**config.mk**
```make
export PLATFORM = sky130hd
export DESIGN_NAME = three_level_stable_priority_queue_unit
export DESIGN_NICKNAME = d
export VERILOG_FILES = /design/src/rtl/tlspq_pkg.sv /design/src/rtl/tlspq_cell.sv /design/src/rtl/three_level_stable_priority_queue_unit.sv
export SDC_FILE = /design/constraint.sdc
export NUM_CORES = 1
export LEC_CHECK = 0
export BUFFER_PORTS_ARGS = -buffer_cell sky130_fd_sc_hd__clkbuf_2
export CAP_MARGIN = 20
export CORE_ASPECT_RATIO = 1.5
export CORE_UTILIZATION = 57
export CTS_CLUSTER_DIAMETER = 150
export DETAILED_ROUTE_END_ITERATION = 8
export PLACE_DENSITY = 0.77
export SETUP_SLACK_MARGIN = 0.4
export SKIP_LAST_GASP = 1
export SLEW_MARGIN = 20
export SYNTH_ARGS = -nofsm -noshare
export SYNTH_HDL_FRONTEND = slang
export SYNTH_SLANG_ARGS = --single-unit
```
**constraint.sdc**
```tcl
create_clock -name aclk -period 3.59 [get_ports aclk]
set_input_delay 0.1795 -clock aclk [delete_from_list [all_inputs] [get_ports aclk]]
set_output_delay 0.1795 -clock aclk [all_outputs]
set_load 0.05 [all_outputs]
```
**src/rtl/tlspq_pkg.sv**
```systemverilog
package tlspq_pkg;

    // Default queue depth
    localparam int DEFAULT_DEPTH = 16;

    // Field widths
    localparam int TAG_W  = 16;
    localparam int PRIO_W = 2;
    localparam int STAT_W = 2;
    localparam int OCC_W  = 5;

    // Operation codes
    localparam logic OP_INSERT = 1'b0;
    localparam logic OP_REMOVE = 1'b1;

    // Status codes
    localparam logic [STAT_W-1:0] STATUS_OK    = 2'd0;
    localparam logic [STAT_W-1:0] STATUS_EMPTY = 2'd1;
    localparam logic [STAT_W-1:0] STATUS_FULL  = 2'd2;

    // Priority levels
    localparam logic [PRIO_W-1:0] PRIO_NONE  = 2'd0;
    localparam logic [PRIO_W-1:0] PRIO_GREEN = 2'd1;

    typedef struct packed {
        logic              op;
        logic [PRIO_W-1:0] priority_req;
        logic [TAG_W-1:0]  tag;
    } in_item_t;

    typedef struct packed {
        logic [STAT_W-1:0] status;
        logic [TAG_W-1:0]  out_tag;
        logic [PRIO_W-1:0] out_priority;
        logic [OCC_W-1:0]  occupancy;
    } out_item_t;

    // One stored entry
    typedef struct packed {
        logic [PRIO_W-1:0] prio;
        logic [TAG_W-1:0]  tag;
    } entry_t;

    // Command broadcast to every cell
    typedef struct packed {
        logic   ins;
        logic   rem;
        entry_t entry;
    } cell_cmd_t;

endpackage

```
**src/rtl/tlspq_cell.sv**
```systemverilog
module tlspq_cell (
    input  logic               aclk,
    input  tlspq_pkg::cell_cmd_t cmd,
    input  logic               occ,
    input  logic               left_ge,
    input  tlspq_pkg::entry_t  left_entry,
    input  tlspq_pkg::entry_t  right_entry,
    output tlspq_pkg::entry_t  entry_q,
    output logic               ge
);
    import tlspq_pkg::*;

    entry_t entry_reg;
    entry_t entry_next;

    // stored entry ranks at or above the incoming priority
    assign ge      = occ && (entry_reg.prio >= cmd.entry.prio);
    assign entry_q = entry_reg;

    // insert: keep, take the new entry, or shift right; remove: shift left
    always_comb begin
        entry_next = entry_reg;
        if (cmd.ins) begin
            if (!ge) begin
                entry_next = left_ge ? cmd.entry : left_entry;
            end
        end else if (cmd.rem) begin
            entry_next = right_entry;
        end
    end

    always_ff @(posedge aclk) begin
        entry_reg <= entry_next;
    end

endmodule

```
**src/rtl/three_level_stable_priority_queue_unit.sv**
```systemverilog
// Channel  Direction  Payload     Handshake
// s_       in         in_item_t   s_valid / s_ready
// m_       out        out_item_t  m_valid / m_ready
//
// Each item is applied to the cell row in the cycle it is accepted; its result
// sits in the output register in the next cycle. One item per cycle with m_ready high:
// every cell decides keep / take / shift from its own and left neighbor's compare.
// Reset (aresetn low, synchronous) empties the queue and drops any pending result.
// A stalled result holds the input off only until m_ready returns.
module three_level_stable_priority_queue_unit #(
    parameter int QUEUE_DEPTH = tlspq_pkg::DEFAULT_DEPTH
) (
    input  logic                 aclk,
    input  logic                 aresetn,
    input  logic                 s_valid,
    output logic                 s_ready,
    input  tlspq_pkg::in_item_t  s_data,
    output logic                 m_valid,
    input  logic                 m_ready,
    output tlspq_pkg::out_item_t m_data
);
    import tlspq_pkg::*;

    localparam int CNT_W = $clog2(QUEUE_DEPTH + 1);

    logic [CNT_W-1:0] cnt_reg;
    logic [CNT_W-1:0] cnt_next;
    logic             m_valid_reg;
    logic             m_valid_next;
    out_item_t        m_data_reg;
    out_item_t        m_data_next;

    logic      accept;
    logic      full;
    logic      empty;
    cell_cmd_t cmd;

    entry_t    cell_entry [QUEUE_DEPTH];
    logic      cell_ge    [QUEUE_DEPTH];

    logic [CNT_W+OCC_W-1:0] occ_wide;

    assign s_ready = !m_valid_reg || m_ready;
    assign accept  = s_valid && s_ready;
    assign full    = (cnt_reg == CNT_W'(QUEUE_DEPTH));
    assign empty   = (cnt_reg == '0);

    // command to the row; priority zero is stored as green
    always_comb begin
        cmd.ins        = accept && (s_data.op == OP_INSERT) && !full;
        cmd.rem        = accept && (s_data.op == OP_REMOVE) && !empty;
        cmd.entry.tag  = s_data.tag;
        cmd.entry.prio = (s_data.priority_req == PRIO_NONE) ? PRIO_GREEN
                                                            : s_data.priority_req;
    end

    // cell row, slot 0 is the head
    for (genvar i = 0; i < QUEUE_DEPTH; i++) begin : g_cell
        logic   occ_i;
        logic   left_ge_i;
        entry_t left_i;
        entry_t right_i;

        assign occ_i = (cnt_reg > CNT_W'(i));

        if (i == 0) begin : g_head
            assign left_ge_i = 1'b1;
            assign left_i    = cmd.entry;
        end else begin : g_mid
            assign left_ge_i = cell_ge[i-1];
            assign left_i    = cell_entry[i-1];
        end

        if (i == QUEUE_DEPTH - 1) begin : g_tail
            assign right_i = cell_entry[i];
        end else begin : g_body
            assign right_i = cell_entry[i+1];
        end

        tlspq_cell u_cell (
            .aclk        (aclk),
            .cmd         (cmd),
            .occ         (occ_i),
            .left_ge     (left_ge_i),
            .left_entry  (left_i),
            .right_entry (right_i),
            .entry_q     (cell_entry[i]),
            .ge          (cell_ge[i])
        );
    end

    // count update
    always_comb begin
        cnt_next = cnt_reg;
        if (cmd.ins) begin
            cnt_next = cnt_reg + CNT_W'(1);
        end else if (cmd.rem) begin
            cnt_next = cnt_reg - CNT_W'(1);
        end
    end

    assign occ_wide = {{OCC_W{1'b0}}, cnt_next};

    // result item
    always_comb begin
        m_data_next              = m_data_reg;
        m_valid_next             = m_valid_reg;
        if (m_ready) begin
            m_valid_next = 1'b0;
        end
        if (accept) begin
            m_valid_next             = 1'b1;
            m_data_next.status       = STATUS_OK;
            m_data_next.out_tag      = '0;
            m_data_next.out_priority = PRIO_NONE;
            m_data_next.occupancy    = occ_wide[OCC_W-1:0];
            if (s_data.op == OP_INSERT) begin
                if (full) begin
                    m_data_next.status = STATUS_FULL;
                end
            end else if (empty) begin
                m_data_next.status = STATUS_EMPTY;
            end else begin
                m_data_next.out_tag      = cell_entry[0].tag;
                m_data_next.out_priority = cell_entry[0].prio;
            end
        end
    end

    always_ff @(posedge aclk) begin
        if (!aresetn) begin
            cnt_reg     <= '0;
            m_valid_reg <= 1'b0;
        end else begin
            cnt_reg     <= cnt_next;
            m_valid_reg <= m_valid_next;
        end
    end

    always_ff @(posedge aclk) begin
        m_data_reg <= m_data_next;
    end

    assign m_valid = m_valid_reg;
    assign m_data  = m_data_reg;

endmodule
```
Yosys cells after proc, flatten, opt, wreduce, memory -nomap -nowiden
Index checks and enable logic that the tools add are counted.
- bits in registers: 319
- bits of input ports: 23
- output and inout port bits: 27
- logic and storage cells: 204
- add/subtract/negate cells: 2
- order comparisons: 32
- equality and inequality tests: 16
- mux-type cells: 68
- bitwise logic cells: 2
- reductions and logical operators: 46
- operators with widths (kind ; number):
    $mux W18 ; 60
    $gt A5 B4 Y1 const B ; 8
    $ge A2 B2 Y1 ; 16
    $reduce_and A2 Y1 ; 16
    $ne A2 B2 Y1 const B ; 15
    $logic_and A1 B1 Y1 ; 21
    $gt A5 B3 Y1 const B ; 4
    $gt A5 B1 Y1 const B ; 2
    $gt A5 B2 Y1 const B ; 2
    $mux W5 ; 2
    $mux W2 ; 3
    $add A5 B1 Y5 const B ; 1
    $eq A5 B5 Y1 const B ; 1
    $logic_not A5 Y1 ; 1
    $sub A5 B1 Y5 const B ; 1
    $reduce_bool A2 Y1 ; 2
    $logic_not A1 Y1 ; 3
    $mux W1 ; 3
    $logic_not A2 Y1 ; 1
    $not A1 Y1 ; 2
    $reduce_or A2 Y1 ; 1
    $logic_or A1 B1 Y1 ; 1

Longest topological paths before layout
- depth in word-level cells: 7
- depth in mapped cells: 10
- gate-level depth less buffers: 6

Hierarchy
From an unflattened synthesis, not the netlist that was laid out.
- cells, all modules: 1545
- area total of the unflattened synthesis: 17484.3 um^2
- by module, submodules not included (module ; times used ; cells an instance ; area each (um^2) ; sequential area each (um^2)):
    tlspq_cell ; 16 ; 87 ; 992.2 ; 540.5
    three_level_stable_priority_queue_unit ; 1 ; 153 ; 1609.0 ; 870.8

Worst setup path after synthesis
No wires, ideal clock.
- kind: reg2reg
- from: register m_valid_reg (netlist: m_valid)
- to: register g_cell[14].u_cell.entry_reg (netlist bit g_cell[14].u_cell.entry_q[0]) (enable)
- library setup time: 0.418 ns
- arrival: 3.196 ns
- data required time: 3.172 ns
- setup slack: -0.024 ns
- cell stages (with the launch flop): 7
- buffers on the path: 3
- clock period less this slack: 3.614 ns
- cells stage by stage: dfxtp_1 > nand2b_1 > clkbuf_1 > nand4_1 > clkbuf_1 > clkbuf_1 > o21ai_0
- longest elaborated chain between the ends: 7
- elaborated cells on any way between the ends: 10
- classes of those cells: 1 x eq/ne; 9 x reduce/logical
- RTL lines (what ; RTL line ; RTL):
    start: declaration ; three_level_stable_priority_queue_unit.sv:28 ; logic m_valid_reg;
    start signal: assignment ; three_level_stable_priority_queue_unit.sv:136 ; m_valid_reg <= m_valid_next;
    $logic_not A1 Y1 (*) ; three_level_stable_priority_queue_unit.sv:43 ; assign s_ready = !m_valid_reg || m_ready;
    $logic_or A1 B1 Y1 (*) ; three_level_stable_priority_queue_unit.sv:43 ;
    named net s_ready ; three_level_stable_priority_queue_unit.sv:16 ; output logic s_ready,
    $logic_and A1 B1 Y1 (*) ; three_level_stable_priority_queue_unit.sv:44 ; assign accept = s_valid && s_ready;
    $logic_and A1 B1 Y1 (on tied branches) (2 in series) ; three_level_stable_priority_queue_unit.sv:50, three_level_stable_priority_queue_unit.sv:51 ;
    $ne A2 B2 Y1 (no source line) / $reduce_bool A2 Y1 (equally long branches) ; -- ;
    $reduce_and A2 Y1 (no source line) (*) ; -- ;
    end signal: assignment ; tlspq_cell.sv:33 ; entry_reg <= entry_next;
    end: declaration ; tlspq_cell.sv:13 ; entry_t entry_reg;
Mark *: on every way through the listed nets, which the timed path passes. The rest lies on a longest branch.
A chain may end at the register's enable or synchronous reset.

Final worst setup path
- from: register cnt_reg[0]
- to: register g_cell[3].u_cell.entry_reg (netlist bit g_cell[3].u_cell.entry_q[16]) (enable)
- longest elaborated chain between the ends: 5
- elaborated cells on any way between the ends: 11
- classes of those cells: 1 x order compare; 2 x eq/ne; 8 x reduce/logical
- RTL lines (what ; RTL line ; RTL):
    start: declaration ; three_level_stable_priority_queue_unit.sv:26 ; logic [CNT_W-1:0] cnt_reg;
    start signal: assignment ; three_level_stable_priority_queue_unit.sv:135 ; cnt_reg <= cnt_next;
    parallel branches: the longest is 4 deep, another holds $gt A5 B2 Y1 ; -- ;
    $reduce_and A2 Y1 (no source line) (*) ; -- ;
    end signal: assignment ; tlspq_cell.sv:33 ;
    end: declaration ; tlspq_cell.sv:13 ;
Mark *: on every way between the ends.

==> impl_metrics.toml <==
[clocking]
cts_htree_levels = 1
clock_path_buffers = 3
clk_root_buffer_cell = "clkbuf_16"
clkSinkCount = 319
cts_made_buffers = 30
clk_pin_slew_worst_paths_ns = 0.06
insertion_delay_ns = 0.58
cts_tree = "done"

[final_layout]
drive_gt1_share_pct = 11.2
n_fill_cell = 2398
area_delta_synth_final_pct = 8.77
nets = 1734
largest_reg_flops = 288
utilization_pct = 63.3

[sta]
fin_crit_sh_pct = 85.4
setup_slack_ns = 0.523
fin_crit_ns = 3.07
holdWs_ns = 0.0843
finClkSkew_ns = 0.0136
max_freq_ghz = 0.326
rsz0062_at_grt = "true"
worst_slew_pin_slew_ns = 1.02
finalSetupTns_ns = 0
max_slew_margin_pct = 32.1
setup_violations = 0
final_hold_viol_count = 0
drv_slew = 0

[placed_design]
routabilityCongestion = 0.963
dpl_worst_slack_ns = 0.565
dpl.hpwl_mm = 38.4
io_buffer_count = 49

[worst_setup_path]
cp.required_ns = 3.79
cp_max_fo = 39
timing.rr.end = "g_cell[3].u_cell.entry_q[16]"
path_class = "flip-flop to flip-flop"
reg2reg_depth = 5
reg2reg_slack_ns = 0.52
reg2reg_from = "cnt_reg[0]"
critPathArrivalTime_ns = 3.27
worstSetupEndpointType = "flip-flop"
worstSetupStartpoint = "cnt_reg[0]"
timing.critical_path.from_type = "flip-flop"

[grt]
overflow = 0
grt_antenna_before_repair = 3
grt_pass1_vias = 14600
grt_max_degree = 107
grt_pass1_wl_mm = 85.4
grt_usage_pct = 37.3

[worst_hold_path]
whs_endpoint = "m_valid"
whs_path_depth = 3
hold_class = "primary input to flip-flop"
worstHoldStart = "m_ready"

[power]
p_int_uw = 7480
p_total_uw = 11500
power_density_nw_per_um2 = 613
switchingPower_uw = 3980
combPwrFrac_pct = 26.6
seq_power_share_pct = 46.2
ir_drop_v = 0.000504
power_frac_clock_pct = 27.2
cellLeakagePower_uw = 0.00642
sw_frac_of_total_pct = 34.7

[die]
ios = 50
rows = 77
die_w_microns = 144
die_h_microns = 215
start_util_pct = 58.1
core_area_sq_um = 29600
die-area_sq_um = 30900

[detailed_routing]
routed_wl_mm = 56.6
num_vias = 14800
drtIter0Drc = 2264
wl_per_cell_microns = 27.1
antenna_left = 0
drt-pass1-iter-count = 5
viasPerCell = 7.07
drc = 0

[synthesis]
synth_fp_nets = 1761
ys_seq_area_share_pct = 55.3
ys.flop_type = "edfxtp_1"
syn_area_sq_um = 17200
synthArstFlopShare_pct = 0
synthCells = 1700
ys_warn_count = 0
yosysUniqueCellTypes = 52
synth-edff-count = 313
ys_seq_elements = 319
syn_area_per_cell_sq_um = 10.1

[status]
outcome = "completed"

[flow_run]
drv_cap = 0
[power by group through the flow]
stage | registers (uW) | clock network, uW | logic (uW)
after floorplan | 5250 | 0 | 1990
after detailed placement | 5340 | 0 | 2940
after global placement | 5330 | 0 | 2840
final | 5290 | 3120 | 3050
after CTS | 5270 | 3110 | 2960
after global routing | 5330 | 3250 | 3270
[routing by layer]
layer	up-vias	global-route usage [%]	wire length, microns
met3	294	7.38	5690
met2	985	59.1	26900
li1	6441	-	-
met4	4	32.1	5540
met1	7065	42.6	18500
met5	-	0	28
[synth_stat cells, types with 3 or more instances]
cell type	instances	area, sq um
o21ai_0	166	831
o221ai_1	5	43.8
clkbuf_1	98	368
inv_1	25	93.8
nand2b_1	18	113
nor3_1	12	60.1
o311ai_0	18	158
and3_1	19	119
buf_1	18	67.6
nand2_1	165	619
o21ai_1	3	15.0
mux2_2	18	203
a21o_1	17	128
a21oi_1	48	240
edfxtp_1	313	9400
and2_1	3	18.8
or2_2	4	25.0
ha_1	38	475
o21a_1	5	37.5
o31ai_1	9	67.6
o211ai_1	158	1190
buf_2	50	250
dfxtp_1	6	120
a31oi_1	153	957
nand3_1	137	686
nor2_1	161	604
[critical path: stages, from the launching register on]
cell,delay [ns]
dfxtp_1,0.57
inv_1,0.17
ha_1,0.26
or4b_4,0.45
nand4_1,0.47
nand2_1,0.75
[layout by cell type, fill, tap and decap left out, types with 5 or more instances in the layout]
cell,count
o221ai_1,5
dfxtp_1,6
edfxtp_1,313
inv_1,25
buf_12,5
nor3_1,12
a21o_1,14
nand2_1,165
o211ai_1,158
clkinv_2,5
and3_1,19
nand2b_1,18
clkbuf_2,49
clkbuf_16,31
a31oi_1,153
o21ai_0,165
nand3_1,137
o311ai_0,18
nor2_1,161
buf_4,54
o21a_1,5
o31ai_1,9
mux2_2,18
ha_1,38
a21oi_1,48
clkinv_1,7
clkbuf_1,6
[area by class of cell]
class | count | area, sq um | area share [%]
Timing Repair Buffer | 111 | 782 | 4.18
Clock inverter | 15 | 98.8 | 0.528
Tap cell | 395 | 494 | 2.64
Sequential cell | 319 | 9520 | 50.9
Clock buffer | 40 | 840 | 4.49
Antenna cell | 2 | 5.00 | 0.0268
Inverter | 25 | 93.8 | 0.502
Multi-Input combinational cell | 1186 | 6880 | 36.8
[repair_timing]
item	in CTS	in global routing
hold endpoints to repair	4	0
gates resized for setup	0	4
endpoints found under the setup margin	0	91
setup buffers	0	0
hold buffers	2	0
[metrics by stage]
step                std cells  cell area, sq um
floorplan                1700             17200
global placement         2034             17700
detailed placement       2034             17700
CTS                      2091             18700
global route             2091             18700
finish                   2093             18700
[how the worst max path moves through the flow]
| stage | to | slack [ns] |
|---|---|---|
| 3_3_place_gp | g_cell[3].u_cell.entry_q[9] | 0.67 |
| 4_1_cts | g_cell[10].u_cell.entry_q[9] | 0.58 |
| 5_1_grt | g_cell[0].u_cell.entry_q[5] | 0.34 |
| 2_1_floorplan | g_cell[14].u_cell.entry_q[0] | 0.47 |
| 3_5_place_dp | g_cell[10].u_cell.entry_q[15] | 0.57 |
| 6_report | g_cell[3].u_cell.entry_q[16] | 0.52 |
[logic make-up after synthesis]
family	count (synthesis)	synth area share [%]
buffers and inverters	195	4.75
flip-flops	319	55.3
AND/OR/NAND/NOR	534	13.8
XOR/XNOR	1	0.0509
AO/OA/AOI/OAI	593	22.0
adder cells (fa/ha/maj)	38	2.76
multiplexers	20	1.29
Note: power is estimated with default switching activity, not from simulation.
